==> config.mk <==
export PLATFORM = sky130hd
export DESIGN_NAME = first_fit_block_allocator
export DESIGN_NICKNAME = d
export VERILOG_FILES = /design/src/hdl/ffba_pkg.sv /design/src/hdl/first_fit_block_allocator.sv /design/src/hdl/ffba_table.sv /design/src/hdl/ffba_scan_unit.sv
export SDC_FILE = /design/constraint.sdc
export NUM_CORES = 1
export LEC_CHECK = 0
export ABC_AREA = 0
export BUFFER_PORTS_ARGS = -buffer_cell sky130_fd_sc_hd__buf_4
export CORE_ASPECT_RATIO = 2
export CORE_MARGIN = 4
export CORE_UTILIZATION = 60
export CTS_CLUSTER_SIZE = 40
export DETAILED_ROUTE_END_ITERATION = 7
export GPL_TIMING_DRIVEN = 0
export PLACE_DENSITY_LB_ADDON = 0.25
export RECOVER_POWER = 25
export SYNTH_ARGS = -nofsm -noshare
export SYNTH_HDL_FRONTEND = slang
export SYNTH_SLANG_ARGS = --single-unit
==> constraint.sdc <==
create_clock -name clock -period 14.9 [get_ports clock]
set_clock_uncertainty 0.2 [all_clocks]
set_input_delay 0.745 -clock clock [delete_from_list [all_inputs] [get_ports clock]]
set_output_delay 0.745 -clock clock [all_outputs]
set_load 0.02 [all_outputs]
==> src/hdl/ffba_pkg.sv <==
`timescale 1ns / 1ps
// ----------------------------------------------------------------------------
// ffba_pkg
// Shared constants, codes and types of the first-fit block allocator.
// ----------------------------------------------------------------------------
package ffba_pkg;

   // Default table shape
   localparam int MAX_BLOCKS_DEF = 16;
   localparam int SIZE_BITS_DEF  = 16;
   localparam int MAX_PROCS_DEF  = 16;

   // Fixed field widths of the request and response beats
   localparam int INDEX_W    = 4;
   localparam int REQ_SIZE_W = 16;
   localparam int PID_W      = 5;
   localparam int NUMBER_W   = 5;
   localparam int LEFT_OUT_W = 16;
   localparam int TOTAL_W    = 20;
   localparam int BLOCKS_W   = 5;

   // Packed beat widths, padded to whole bytes
   localparam int REQ_DATA_W = 32;
   localparam int RSP_DATA_W = 64;

   localparam logic [BLOCKS_W-1:0] BLOCKS_RESET = 5'd16;

   // Command codes carried on req_tuser
   localparam logic CMD_LOAD  = 1'b0;
   localparam logic CMD_ALLOC = 1'b1;

   // Sequencer controls for the scan unit
   typedef struct packed {
      logic clear;      // start of a new command: zero totals and match
      logic step;       // one table entry is on the read port
      logic allow_fit;  // a valid allocate is in progress
   } scan_ctrl_type;

endpackage

==> src/hdl/first_fit_block_allocator.sv <==
`timescale 1ns / 1ps
// ----------------------------------------------------------------------------
// first_fit_block_allocator
// First-fit allocator over a table of fixed-size memory blocks, with running
// internal and external fragmentation totals.
// ----------------------------------------------------------------------------
// One command is handled at a time: a beat is accepted, then the sequencer
// walks the blocks in use one per cycle through the table read port and the
// shared compare/accumulate unit, then writes back and presents the response.
// A load first writes its table entry in a separate write state before the
// walk; an allocate goes straight to the walk. The walk covers the block
// count, capped at the table depth. A new request is taken while the previous
// response still waits in the output register; its own response then waits in
// the commit state until that beat is taken. The table needs no clearing pass
// after reset.
// ----------------------------------------------------------------------------
module first_fit_block_allocator #(
   parameter int MAX_BLOCKS = ffba_pkg::MAX_BLOCKS_DEF,
   parameter int SIZE_BITS  = ffba_pkg::SIZE_BITS_DEF,
   parameter int MAX_PROCS  = ffba_pkg::MAX_PROCS_DEF
) (
   input  logic                               clock,
   input  logic                               reset,
   // request
   input  logic                               req_tvalid,
   output logic                               req_tready,
   // [3:0] block_index, [19:4] size_value, [24:20] process_id
   input  logic [ffba_pkg::REQ_DATA_W-1:0]    req_tdata,
   // [0] command
   input  logic                               req_tuser,
   // response
   output logic                               rsp_tvalid,
   input  logic                               rsp_tready,
   // [4:0] block_number, [20:5] leftover, [40:21] internal_total,
   // [60:41] external_total
   output logic [ffba_pkg::RSP_DATA_W-1:0]    rsp_tdata,
   // configuration: blocks_in_use
   input  logic                               csr_wr_en,
   input  logic [ffba_pkg::BLOCKS_W-1:0]      csr_wr_data
);

   localparam int AW  = (MAX_BLOCKS > 1) ? $clog2(MAX_BLOCKS) : 1;
   localparam int CW  = $clog2(MAX_BLOCKS + 1);
   localparam int XW  = (AW > ffba_pkg::INDEX_W) ? AW : ffba_pkg::INDEX_W;
   localparam int PW  = 8;

   localparam logic [1:0] S_IDLE   = 2'd0;
   localparam logic [1:0] S_WRITE  = 2'd1;
   localparam logic [1:0] S_SCAN   = 2'd2;
   localparam logic [1:0] S_COMMIT = 2'd3;

   logic [1:0]                       state_ff, state_in;
   logic [ffba_pkg::BLOCKS_W-1:0]    blocks_ff;
   logic                             cmd_ff;
   logic [ffba_pkg::INDEX_W-1:0]     idx_ff;
   logic                             idx_ok_ff;
   logic [SIZE_BITS-1:0]             size_ff;
   logic [ffba_pkg::PID_W-1:0]       pid_ff;
   logic                             pid_ok_ff;
   logic [CW-1:0]                    n_ff;
   logic [CW-1:0]                    cnt_ff;
   logic                             proc_valid_ff;
   logic [AW-1:0]                    proc_idx_ff;
   logic                             rsp_valid_ff;
   logic [ffba_pkg::RSP_DATA_W-1:0]  rsp_data_ff;

   logic [ffba_pkg::INDEX_W-1:0]     req_index;
   logic [ffba_pkg::REQ_SIZE_W-1:0]  req_size;
   logic [ffba_pkg::PID_W-1:0]       req_pid;
   logic                             req_fire;
   logic                             pid_ok_in;
   logic                             idx_ok_in;
   logic [CW-1:0]                    n_in;
   logic                             issue;
   logic                             scan_done;
   logic                             rsp_free;
   logic                             commit;
   logic [XW-1:0]                    idx_ext;

   logic                             wr_en;
   logic [AW-1:0]                    wr_addr;
   logic [SIZE_BITS-1:0]             wr_size;
   logic [ffba_pkg::PID_W-1:0]       wr_owner;
   logic [SIZE_BITS-1:0]             wr_left;
   logic [SIZE_BITS-1:0]             rd_size;
   logic [ffba_pkg::PID_W-1:0]       rd_owner;
   logic [SIZE_BITS-1:0]             rd_left;

   ffba_pkg::scan_ctrl_type          scan_ctrl;
   logic                             found;
   logic [AW-1:0]                    found_idx;
   logic [SIZE_BITS-1:0]             found_size;
   logic [SIZE_BITS-1:0]             found_left;
   logic [ffba_pkg::TOTAL_W-1:0]     internal_total;
   logic [ffba_pkg::TOTAL_W-1:0]     external_total;
   logic [AW:0]                      number_wide;
   logic [ffba_pkg::NUMBER_W-1:0]    number;
   logic [ffba_pkg::LEFT_OUT_W-1:0]  left_out;

   // Unpack the request beat
   assign req_index = req_tdata[3:0];
   assign req_size  = req_tdata[19:4];
   assign req_pid   = req_tdata[24:20];

   assign req_tready = (state_ff == S_IDLE);
   assign req_fire   = req_tvalid && req_tready;

   // Decode request checks and the clamped block count
   always_comb begin
      pid_ok_in = (req_pid != '0) && ({3'b000, req_pid} <= PW'(MAX_PROCS));
      idx_ok_in = ({4'b0000, req_index} < PW'(MAX_BLOCKS));
      if ({3'b000, blocks_ff} > PW'(MAX_BLOCKS)) begin
         n_in = CW'(MAX_BLOCKS);
      end else begin
         n_in = CW'(blocks_ff);
      end
   end

   // Hold the block count register
   always_ff @(posedge clock) begin
      if (reset) begin
         blocks_ff <= ffba_pkg::BLOCKS_RESET;
      end else if (csr_wr_en) begin
         blocks_ff <= csr_wr_data;
      end
   end

   // Capture the command
   always_ff @(posedge clock) begin
      if (req_fire) begin
         cmd_ff    <= req_tuser;
         idx_ff    <= req_index;
         idx_ok_ff <= idx_ok_in;
         size_ff   <= SIZE_BITS'(req_size);
         pid_ff    <= req_pid;
         pid_ok_ff <= pid_ok_in;
         n_ff      <= n_in;
      end
   end

   // Scan control
   assign issue     = (state_ff == S_SCAN) && (cnt_ff < n_ff);
   assign scan_done = (state_ff == S_SCAN) && !issue && !proc_valid_ff;
   assign rsp_free  = !rsp_valid_ff || rsp_tready;
   assign commit    = (state_ff == S_COMMIT) && rsp_free;

   // Next state
   always_comb begin
      state_in = state_ff;
      case (state_ff)
         S_IDLE: begin
            if (req_fire) begin
               state_in = (req_tuser == ffba_pkg::CMD_LOAD) ? S_WRITE : S_SCAN;
            end
         end
         S_WRITE: begin
            state_in = S_SCAN;
         end
         S_SCAN: begin
            if (scan_done) begin
               state_in = S_COMMIT;
            end
         end
         S_COMMIT: begin
            if (commit) begin
               state_in = S_IDLE;
            end
         end
         default: begin
            state_in = S_IDLE;
         end
      endcase
   end

   // Advance the sequencer and the read pipeline
   always_ff @(posedge clock) begin
      if (reset) begin
         state_ff      <= S_IDLE;
         cnt_ff        <= '0;
         proc_valid_ff <= 1'b0;
      end else begin
         state_ff      <= state_in;
         proc_valid_ff <= issue;
         if (req_fire) begin
            cnt_ff <= '0;
         end else if (issue) begin
            cnt_ff <= cnt_ff + 1'b1;
         end
      end
   end

   always_ff @(posedge clock) begin
      proc_idx_ff <= cnt_ff[AW-1:0];
   end

   // Table write port: load in S_WRITE, allocation write-back on commit
   assign idx_ext = XW'(idx_ff);
   always_comb begin
      if (state_ff == S_WRITE) begin
         wr_en    = (cmd_ff == ffba_pkg::CMD_LOAD) && idx_ok_ff;
         wr_addr  = idx_ext[AW-1:0];
         wr_size  = size_ff;
         wr_owner = '0;
         wr_left  = '0;
      end else begin
         wr_en    = commit && found;
         wr_addr  = found_idx;
         wr_size  = found_size;
         wr_owner = pid_ff;
         wr_left  = found_left;
      end
   end

   ffba_table #(
      .DEPTH     (MAX_BLOCKS),
      .SIZE_BITS (SIZE_BITS),
      .AW        (AW)
   ) u_table (
      .clock    (clock),
      .reset    (reset),
      .wr_en    (wr_en),
      .wr_addr  (wr_addr),
      .wr_size  (wr_size),
      .wr_owner (wr_owner),
      .wr_left  (wr_left),
      .rd_addr  (cnt_ff[AW-1:0]),
      .rd_size  (rd_size),
      .rd_owner (rd_owner),
      .rd_left  (rd_left)
   );

   assign scan_ctrl.clear     = req_fire;
   assign scan_ctrl.step      = proc_valid_ff;
   assign scan_ctrl.allow_fit = (cmd_ff == ffba_pkg::CMD_ALLOC) && pid_ok_ff;

   ffba_scan_unit #(
      .SIZE_BITS (SIZE_BITS),
      .AW        (AW)
   ) u_scan (
      .clock          (clock),
      .reset          (reset),
      .ctrl           (scan_ctrl),
      .entry_size     (rd_size),
      .entry_owner    (rd_owner),
      .entry_left     (rd_left),
      .entry_idx      (proc_idx_ff),
      .req_size       (size_ff),
      .found          (found),
      .found_idx      (found_idx),
      .found_size     (found_size),
      .found_left     (found_left),
      .internal_total (internal_total),
      .external_total (external_total)
   );

   // Build the response fields
   always_comb begin
      number_wide = {1'b0, found_idx} + 1'b1;
      number      = found ? ffba_pkg::NUMBER_W'(number_wide) : '0;
      left_out    = found ? ffba_pkg::LEFT_OUT_W'(found_left) : '0;
   end

   // Hold the response beat until taken
   always_ff @(posedge clock) begin
      if (reset) begin
         rsp_valid_ff <= 1'b0;
      end else if (commit) begin
         rsp_valid_ff <= 1'b1;
      end else if (rsp_tready) begin
         rsp_valid_ff <= 1'b0;
      end
   end

   always_ff @(posedge clock) begin
      if (commit) begin
         rsp_data_ff <= {3'b000, external_total, internal_total, left_out, number};
      end
   end

   assign rsp_tvalid = rsp_valid_ff;
   assign rsp_tdata  = rsp_data_ff;

`ifndef ASSERT_OFF
   a_busy_after_accept : assert property (@(posedge clock) disable iff (reset)
      req_fire |=> (state_ff != S_IDLE))
      else $error("sequencer stayed idle after accepting a request");

   a_scan_bound : assert property (@(posedge clock) disable iff (reset)
      (state_ff == S_SCAN) |-> (cnt_ff <= n_ff))
      else $error("scan counter ran past the blocks in use");

   a_match_needs_alloc : assert property (@(posedge clock) disable iff (reset)
      (state_ff == S_COMMIT && found) |-> (cmd_ff == ffba_pkg::CMD_ALLOC && pid_ok_ff))
      else $error("block matched without a valid allocate");

   a_left_fits : assert property (@(posedge clock) disable iff (reset)
      (state_ff == S_COMMIT && found) |-> (found_left <= found_size))
      else $error("leftover exceeds chosen block size");
`endif

endmodule

==> src/hdl/ffba_table.sv <==
`timescale 1ns / 1ps
// ----------------------------------------------------------------------------
// ffba_table
// Block table memory: size, owner and leftover per block, one write port and
// one registered read port. Entries never written read as a free empty block.
// ----------------------------------------------------------------------------
module ffba_table #(
   parameter int DEPTH     = ffba_pkg::MAX_BLOCKS_DEF,
   parameter int SIZE_BITS = ffba_pkg::SIZE_BITS_DEF,
   parameter int AW        = 4
) (
   input  logic                         clock,
   input  logic                         reset,
   input  logic                         wr_en,
   input  logic [AW-1:0]                wr_addr,
   input  logic [SIZE_BITS-1:0]         wr_size,
   input  logic [ffba_pkg::PID_W-1:0]   wr_owner,
   input  logic [SIZE_BITS-1:0]         wr_left,
   input  logic [AW-1:0]                rd_addr,
   output logic [SIZE_BITS-1:0]         rd_size,
   output logic [ffba_pkg::PID_W-1:0]   rd_owner,
   output logic [SIZE_BITS-1:0]         rd_left
);

   localparam int WORD_W = 2 * SIZE_BITS + ffba_pkg::PID_W;

   logic [WORD_W-1:0] mem_ff [DEPTH];
   logic [DEPTH-1:0]  valid_ff;
   logic [WORD_W-1:0] rd_word_ff;
   logic              rd_valid_ff;

   // Write and read the table
   always_ff @(posedge clock) begin
      if (wr_en) begin
         mem_ff[wr_addr] <= {wr_size, wr_owner, wr_left};
      end
      rd_word_ff <= mem_ff[rd_addr];
   end

   // Track which entries hold written data
   always_ff @(posedge clock) begin
      if (reset) begin
         valid_ff    <= '0;
         rd_valid_ff <= 1'b0;
      end else begin
         if (wr_en) begin
            valid_ff[wr_addr] <= 1'b1;
         end
         rd_valid_ff <= valid_ff[rd_addr];
      end
   end

   // Unwritten entries read as zero size, free, no leftover
   assign rd_size  = rd_valid_ff ? rd_word_ff[WORD_W-1 -: SIZE_BITS] : '0;
   assign rd_owner = rd_valid_ff ? rd_word_ff[SIZE_BITS +: ffba_pkg::PID_W] : '0;
   assign rd_left  = rd_valid_ff ? rd_word_ff[SIZE_BITS-1:0] : '0;

endmodule

==> src/hdl/ffba_scan_unit.sv <==
`timescale 1ns / 1ps
// ----------------------------------------------------------------------------
// ffba_scan_unit
// Shared compare/subtract and accumulate unit. Takes one table entry per
// step, picks the first free block that fits and keeps both running totals.
// ----------------------------------------------------------------------------
module ffba_scan_unit #(
   parameter int SIZE_BITS = ffba_pkg::SIZE_BITS_DEF,
   parameter int AW        = 4
) (
   input  logic                           clock,
   input  logic                           reset,
   input  ffba_pkg::scan_ctrl_type        ctrl,
   input  logic [SIZE_BITS-1:0]           entry_size,
   input  logic [ffba_pkg::PID_W-1:0]     entry_owner,
   input  logic [SIZE_BITS-1:0]           entry_left,
   input  logic [AW-1:0]                  entry_idx,
   input  logic [SIZE_BITS-1:0]           req_size,
   output logic                           found,
   output logic [AW-1:0]                  found_idx,
   output logic [SIZE_BITS-1:0]           found_size,
   output logic [SIZE_BITS-1:0]           found_left,
   output logic [ffba_pkg::TOTAL_W-1:0]   internal_total,
   output logic [ffba_pkg::TOTAL_W-1:0]   external_total
);

   logic                          found_ff;
   logic [AW-1:0]                 found_idx_ff;
   logic [SIZE_BITS-1:0]          found_size_ff;
   logic [SIZE_BITS-1:0]          found_left_ff;
   logic [ffba_pkg::TOTAL_W-1:0]  internal_ff;
   logic [ffba_pkg::TOTAL_W-1:0]  external_ff;

   logic [SIZE_BITS:0]            diff;
   logic                          is_free;
   logic                          take;
   logic                          to_internal;
   logic [SIZE_BITS-1:0]          addend;
   logic [ffba_pkg::TOTAL_W-1:0]  acc_sel;
   logic [ffba_pkg::TOTAL_W-1:0]  acc_sum;

   // Compare by subtraction: no borrow means the block is big enough
   always_comb begin
      diff        = {1'b0, entry_size} - {1'b0, req_size};
      is_free     = (entry_owner == '0);
      take        = ctrl.allow_fit && !found_ff && is_free && !diff[SIZE_BITS];
      to_internal = take || !is_free;
      if (take) begin
         addend = diff[SIZE_BITS-1:0];
      end else if (is_free) begin
         addend = entry_size;
      end else begin
         addend = entry_left;
      end
      acc_sel = to_internal ? internal_ff : external_ff;
      acc_sum = acc_sel + ffba_pkg::TOTAL_W'(addend);
   end

   // Hold the match flag
   always_ff @(posedge clock) begin
      if (reset) begin
         found_ff <= 1'b0;
      end else if (ctrl.clear) begin
         found_ff <= 1'b0;
      end else if (ctrl.step && take) begin
         found_ff <= 1'b1;
      end
   end

   // Accumulate totals and capture the chosen block
   always_ff @(posedge clock) begin
      if (ctrl.clear) begin
         internal_ff <= '0;
         external_ff <= '0;
      end else if (ctrl.step) begin
         if (to_internal) begin
            internal_ff <= acc_sum;
         end else begin
            external_ff <= acc_sum;
         end
         if (take) begin
            found_idx_ff  <= entry_idx;
            found_size_ff <= entry_size;
            found_left_ff <= diff[SIZE_BITS-1:0];
         end
      end
   end

   assign found          = found_ff;
   assign found_idx      = found_idx_ff;
   assign found_size     = found_size_ff;
   assign found_left     = found_left_ff;
   assign internal_total = internal_ff;
   assign external_total = external_ff;

endmodule
# Word level (Yosys, flattened, before mapping)
# Memories as Yosys holds them, arrays and structs flattened. A register that Yosys moved wholly into a read port is not among the register bits.
# Index checks and enable logic that the tools add are counted.
totals:
  ram_bits: 592
  input_bits: 43
  n_memories: 1
  reg_bits: 205
classes:
  n_eq_ne: 6
  n_bitwise: 4
  mux: 24
  n_lt_le_gt_ge: 6
  n_addsub: 4
  n_reduce_logical: 30
memory_table:
  columns: ["memory", "depth", "width", "read_ports", "rd_clocked_by_memory_dff", "write_ports", "line", "text"]
  rows:
  - ["u_table.mem_ff", 16, 37, 1, 1, 1, "ffba_table.sv:27", "logic [WORD_W-1:0] mem_ff [DEPTH];"]
ops:
  columns: ["cell", "count"]
  rows:
  - ["16-bit 2-to-1 mux", 6]
  - ["20-bit by 16-bit adder with 20-bit output", 1]
  - ["20-bit 2-to-1 mux", 1]
  - ["16-bit by 16-bit subtractor with 17-bit output", 1]
  - ["16-bit bitwise OR", 1]
  - ["1-bit logical AND", 13]
  - ["4-bit by 5-bit < comparator with 1-bit output (second input constant)", 2]
  - ["5-bit 2-to-1 mux", 2]
  - ["2-bit 2-to-1 mux", 4]
  - ["2-bit one-hot mux with 4 select lines", 1]
  - ["1-bit 2-to-1 mux", 7]
  - ["1-bit zero test", 6]
  - ["3-bit AND reduction", 2]
  - ["4-bit by 1-bit adder with 5-bit output (second input constant)", 1]
  - ["5-bit by 1-bit adder with 5-bit output (second input constant)", 1]
  - ["5-bit > comparator (second input constant)", 1]
  - ["5-bit <= comparator (second input constant)", 1]
  - ["5-bit zero test", 1]
  - ["5-bit < comparator", 1]
  - ["5-bit nonzero test", 1]
  - ["1-bit binary-select mux with 4-bit select", 1]
  - ["1-bit demux with 4-bit select", 1]
  - ["2-bit == test (second input constant)", 2]
  - ["4-bit by 1-bit greater-or-equal comparator with 1-bit output (second input constant)", 1]
  - ["10 further kinds", 15]

# Longest topological paths before layout
depth:
  ltp_word: 7
  ltp_mapped: 23

# Modules after synthesis
# A second synthesis with hierarchy kept.
unflattened:
  cells_unflattened: 1805
  hier_area_um2: 32745.2
by_module_without_submodules:
  columns: ["mod", "n_inst", "area_each_um2", "cells_per_inst", "seq_area_each_um2"]
  rows:
  - ["ffba_table", 1, 23811.6, 1032, 18858.1]
  - ["ffba_scan_unit", 1, 4609.4, 499, 1901.8]
  - ["first_fit_block_allocator", 1, 4324.1, 274, 3153.0]

# Worst setup path after synthesis
# No wires, ideal clock.
synth_path:
  kind: "input port to flip-flop"
  from: "input port rsp_tready"
  to: "memory u_table.mem_ff[0][0] (netlist bit) (enable)"
  setup_time_ns: 0.433
  cell_stages: 6
  path_slack_ns: 8.428
  arrival_time_ns: 5.839
  cell_sequence: "nor2b_1 -> nor2b_1 -> nand2_1 -> mux2i_1 -> o21ai_0 -> nor2_1"
synth_between:
  elab_chain_cells: 6
synth_lines:
  columns: ["item", "line", "text"]
  rows:
  - ["from (decl)", "first_fit_block_allocator.sv:33", "input logic rsp_tready,"]
  - ["1-bit logical OR", "first_fit_block_allocator.sv:144", "assign rsp_free = !rsp_valid_ff || rsp_tready;"]
  - ["1-bit logical AND", "first_fit_block_allocator.sv:145", "assign commit = (state_ff == S_COMMIT) && rsp_free;"]
  - ["named net commit", "first_fit_block_allocator.sv:77", "logic commit;"]
  - ["1-bit logical AND", "first_fit_block_allocator.sv:206", "wr_en = commit && found;"]
  - ["1-bit 2-to-1 mux", "first_fit_block_allocator.sv:199", "if (state_ff == S_WRITE) begin"]
  - ["1-bit 2-to-1 mux", "ffba_table.sv:34", "if (wr_en) begin"]
  - ["1-bit 2-to-1 mux (implied by the code)", "ffba_table.sv:35", "mem_ff[wr_addr] <= {wr_size, wr_owner, wr_left};"]
  - ["to (decl)", "ffba_table.sv:27", null]
# The timed path passes the listed nets, and every way through them passes these cells.

# Worst setup path after layout
layout_path:
  from: "register u_table.rd_valid_ff"
  to: "register u_scan.internal_ff (netlist bit u_scan.internal_total[18])"
layout_between:
  elab_chain_cells: 7
  elab_cells_between_ends: 15
  classes_between: "add/sub: 2; mux: 6; reduce/logical: 7"
layout_lines:
  columns: ["item", "line", "text"]
  rows:
  - ["from (decl)", "ffba_table.sv:30", "logic rd_valid_ff;"]
  - ["from (signal assigned)", "ffba_table.sv:49", "rd_valid_ff <= valid_ff[rd_addr];"]
  - ["16-bit 2-to-1 mux (*)", "ffba_table.sv:54", "assign rd_size = rd_valid_ff ? rd_word_ff[WORD_W-1 -: SIZE_BITS] : '0;"]
  - ["named net rd_size[9]", "first_fit_block_allocator.sv:85", "logic [SIZE_BITS-1:0] rd_size;"]
  - ["16-bit by 16-bit subtractor with 17-bit output", "ffba_scan_unit.sv:44", "diff = {1'b0, entry_size} - {1'b0, req_size};"]
  - ["1-bit zero test", "ffba_scan_unit.sv:46", "take = ctrl.allow_fit && !found_ff && is_free && !diff[SIZE_BITS];"]
  - ["1-bit logical AND", "ffba_scan_unit.sv:46", null]
  - ["1-bit logical OR", "ffba_scan_unit.sv:47", "to_internal = take || !is_free;"]
  - ["20-bit 2-to-1 mux", "ffba_scan_unit.sv:55", "acc_sel = to_internal ? internal_ff : external_ff;"]
  - ["20-bit by 16-bit adder with 20-bit output", "ffba_scan_unit.sv:56", "acc_sum = acc_sel + ffba_pkg::TOTAL_W'(addend);"]
  - ["to (signal assigned)", "ffba_scan_unit.sv:77", "internal_ff <= acc_sum;"]
  - ["to (decl)", "ffba_scan_unit.sv:31", "logic [ffba_pkg::TOTAL_W-1:0] internal_ff;"]
# Mark *: on every way through the listed nets, which the timed path passes. The rest lies on a longest branch.
# A chain may end at the register's enable or synchronous reset.

==> impl_metrics.toml <==
[outcome]
status = "finished, violations left"
failed_checks = "max-capacitance violations, max-slew violations"

[min_path]
timing.hold.worst_path_depth = 1
timing.hold.worst.start = "req_tdata[4]"
hold_path_class = "in2reg"
holdPathEnd = "size_ff[0]"

[yosys]
synth_enable_flop_cells = 721
postSynth.topFlopCell = "sky130_fd_sc_hd__edfxtp_1"
ys_warn_count = 0
postSynthRegisterBits = 834
mappedNetlistArea_um2 = 32600
synthArstFlopShare = 0
seq_area_frac_synth = 0.734
distinct_cell_type_count_of_the_synthesized_netlist = 65
synthesis.area_per_instance_um2 = 18.7
syn-instance-count = 1740

[global_routing]
grt_first_pass_wirelength_um = 119000
grt_antenna_before_repair = 1
grt_max_degree = 37
grt-ovfl-total = 0
global_route.usage.total = 0.284
first_global_vias = 18100

[finish]
layout_commonest_cell = "sky130_fd_sc_hd__edfxtp_1"
finalNetCount = 2017
utilization = 0.685
postLayoutCellArea_um2 = 36700
fraction_of_final_layout_cells_sized_beyond_drive_strength_1 = 0.212
final-instance-count-excl-fill = 2657
relative_area_change_from_synthesis_to_final_layout_pct = 12.7
layout.cells.most_common_list = "sky130_fd_sc_hd__edfxtp_1, sky130_fd_sc_hd__mux4_2, sky130_fd_sc_hd__clkbuf_1, sky130_fd_sc_hd__dfxtp_1, sky130_fd_sc_hd__nand2_1"

[route]
drc = 0
antenna_violating_nets_post_route = 0
avgRoutedWirePerCell_um = 30.7
detailroute.via_count = 17200
routed_wl_um = 81600
routed_via_density = 6.47
detailedRoute.firstPassIterationCount = 8
initialDrtViolationCount = 1929

[sta]
fmax_mhz = 132
rsz_0062_raised_after_global_routing = "no"
setup_tns_ns = 0
fin_crit_sh = 0.507
timing_worst_slew_pin_value_ns = 2.40
worst_slew_margin_rel = -0.602
slew_violations = 96
minimum_setup_slack_in_the_final_design_ns = 7.35
setup-violations-final = 0
min_period_ns = 7.55
finalHoldViolations = 0
post_route_hold_slack_ns = 0.136

[placement]
pre_cts_slack_ns = 7.84
post-dp-hpwl_um = 53800
dp.cells = 2531
postPlaceCellArea_um2 = 34700
gp_congestion = 0.917
io_buffer_count = 96

[critical_path]
path_class = "reg2reg"
reg2reg_slack_ns = 7.35
ff2ff_path_depth = 22
critical_path_required_ns = 15.11
rr_endpoint = "u_scan.internal_total[18]"
reg2reg_from = "u_table.rd_valid_ff"
cp.arrival_ns = 7.76
worstPathMaxFanout = 10
crit_path_end_kind = "register"
worst_setup_path_start_kind = "register"

[pwr]
power_density_nw_per_um2 = 145
ir_drop_mv = 0.104
totalPowerFinal_mw = 5.34
leakage_power_summed_over_all_cells_nw = 11.8

[floorplan]
design.portCount = 109
chipHeight_um = 337
fp.dieW_um = 173
rows = 120
die_area_um2 = 58300
core_um2 = 53600
initial_core_utilization = 0.608

[clocking]
total_cts_buffers = 69
ctsLongestPathBuffers = 3
cts_repair_resize_count = 0
cts_sinks = 834
cts_setup_buffers = 0
clk_transition_reported_paths_ns = 0.06
h-tree-depth = 3
cts_root_buffer = "sky130_fd_sc_hd__clkbuf_16"
clk_latency_ns = 0.61
holdBufCountCts = 0
tritoncts_clock_tree = "built"

[run]
drv_cap = 3
-- metal layers --
metal / track usage / share of wire
met1: 0.331 / 0.34
met2: 0.505 / 0.52
met3: 0.0458 / 0.072
met4: 0.158 / 0.065
met5: 0 / 0
-- Yosys cell counts (7+ instances only) --
library cell | count | area [um2]
sky130_fd_sc_hd__a211oi_1 | 11 | 82.6
sky130_fd_sc_hd__a21o_1 | 7 | 52.6
sky130_fd_sc_hd__a21oi_1 | 51 | 255
sky130_fd_sc_hd__a22oi_1 | 8 | 60.1
sky130_fd_sc_hd__and2_1 | 37 | 231
sky130_fd_sc_hd__buf_1 | 9 | 33.8
sky130_fd_sc_hd__buf_2 | 18 | 90.1
sky130_fd_sc_hd__clkbuf_1 | 45 | 169
sky130_fd_sc_hd__dfxtp_1 | 113 | 2260
sky130_fd_sc_hd__edfxtp_1 | 721 | 21700
sky130_fd_sc_hd__ha_1 | 41 | 513
sky130_fd_sc_hd__inv_1 | 40 | 150
sky130_fd_sc_hd__mux2_2 | 34 | 383
sky130_fd_sc_hd__mux2i_1 | 9 | 90.1
sky130_fd_sc_hd__mux4_2 | 190 | 4280
sky130_fd_sc_hd__nand2_1 | 97 | 364
sky130_fd_sc_hd__nand3_1 | 15 | 75.1
sky130_fd_sc_hd__nor2_1 | 94 | 353
sky130_fd_sc_hd__nor2b_1 | 33 | 206
sky130_fd_sc_hd__nor3_1 | 13 | 65.1
sky130_fd_sc_hd__o21ai_0 | 21 | 105
sky130_fd_sc_hd__xnor2_1 | 23 | 201
sky130_fd_sc_hd__xor2_1 | 17 | 149
-- worst max-delay path by stage --
stage	startpoint	end	slack, ns	cells after the start
2_1_floorplan	rsp_tready	u_table.mem_ff[0][0]	8.43	6
3_3_place_gp	rsp_tready	u_table.mem_ff[0][12]	4.92	7
3_5_place_dp	u_table.rd_valid_ff	u_scan.internal_total[18]	7.84	22
4_1_cts	u_table.rd_valid_ff	u_scan.internal_total[18]	7.80	22
5_1_grt	u_table.rd_valid_ff	u_scan.external_total[18]	7.01	22
6_report	u_table.rd_valid_ff	u_scan.internal_total[18]	7.35	22
-- critical path: stages, from the launching register on --
cell and delay, ns:
sky130_fd_sc_hd__dfxtp_1 0.49, sky130_fd_sc_hd__clkbuf_1 0.51, sky130_fd_sc_hd__clkbuf_1 0.50, sky130_fd_sc_hd__and2_0 0.47
sky130_fd_sc_hd__ha_1 0.39, sky130_fd_sc_hd__a211oi_1 0.29, sky130_fd_sc_hd__o21bai_1 0.19, sky130_fd_sc_hd__o21ai_0 0.35
sky130_fd_sc_hd__nand2_1 0.09, sky130_fd_sc_hd__o21a_1 0.25, sky130_fd_sc_hd__and2_1 0.18, sky130_fd_sc_hd__buf_2 0.20
sky130_fd_sc_hd__a221o_1 0.35, sky130_fd_sc_hd__ha_1 0.24, sky130_fd_sc_hd__fa_1 0.49, sky130_fd_sc_hd__a211oi_1 0.32
sky130_fd_sc_hd__o21ai_0 0.28, sky130_fd_sc_hd__nand3_1 0.16, sky130_fd_sc_hd__a31oi_1 0.13, sky130_fd_sc_hd__o21ai_0 0.86
sky130_fd_sc_hd__nor3_1 0.15, sky130_fd_sc_hd__xnor2_1 0.18, sky130_fd_sc_hd__nor2_1 0.05
-- flip-flops by register name, indices dropped and copies added (netlist names), 5 cells and up --
register	count
blocks_ff	5
cnt_ff	5
n_ff	5
pid_ff	5
rsp_tdata	61
size_ff	16
u_scan.external_total	20
u_scan.found_left	16
u_scan.found_size	16
u_scan.internal_total	20
u_table.mem_ff	592
u_table.rd_word_ff	37
u_table.valid_ff	16
-- layout make-up --
type                            count  area [um2]
Fill cell                        3372       16900
Timing Repair Buffer              118         903
Buffer                             77         333
Tap cell                          671         840
Inverter                           40         150
Multi-Input combinational cell    791        8300
Antenna cell                        1        2.50
Sequential cell                   834       23900
Clock inverter                     34         299
Clock buffer                       91        1960
-- power by group --
part	switching [mW]	total, mW	internal (mW)
registers	0.0529	2.77	2.72
clock network	0.808	1.83	1.02
logic	0.462	0.740	0.278
total	1.32	5.34	4.01
-- cell families (layout without fill, tap and decap cells) --
kind of cell,count (synthesis),after routing,share of synthesized area
xor+xnor,40,40,0.0108
compound gates,147,147,0.0291
other cells,1,4,0.000115
simple gates,324,324,0.0478
flops,834,834,0.734
mux,233,233,0.146
fa+ha+maj,44,44,0.0173
buf+inv,117,360,0.0149
(Power assumes the default switching activity.)
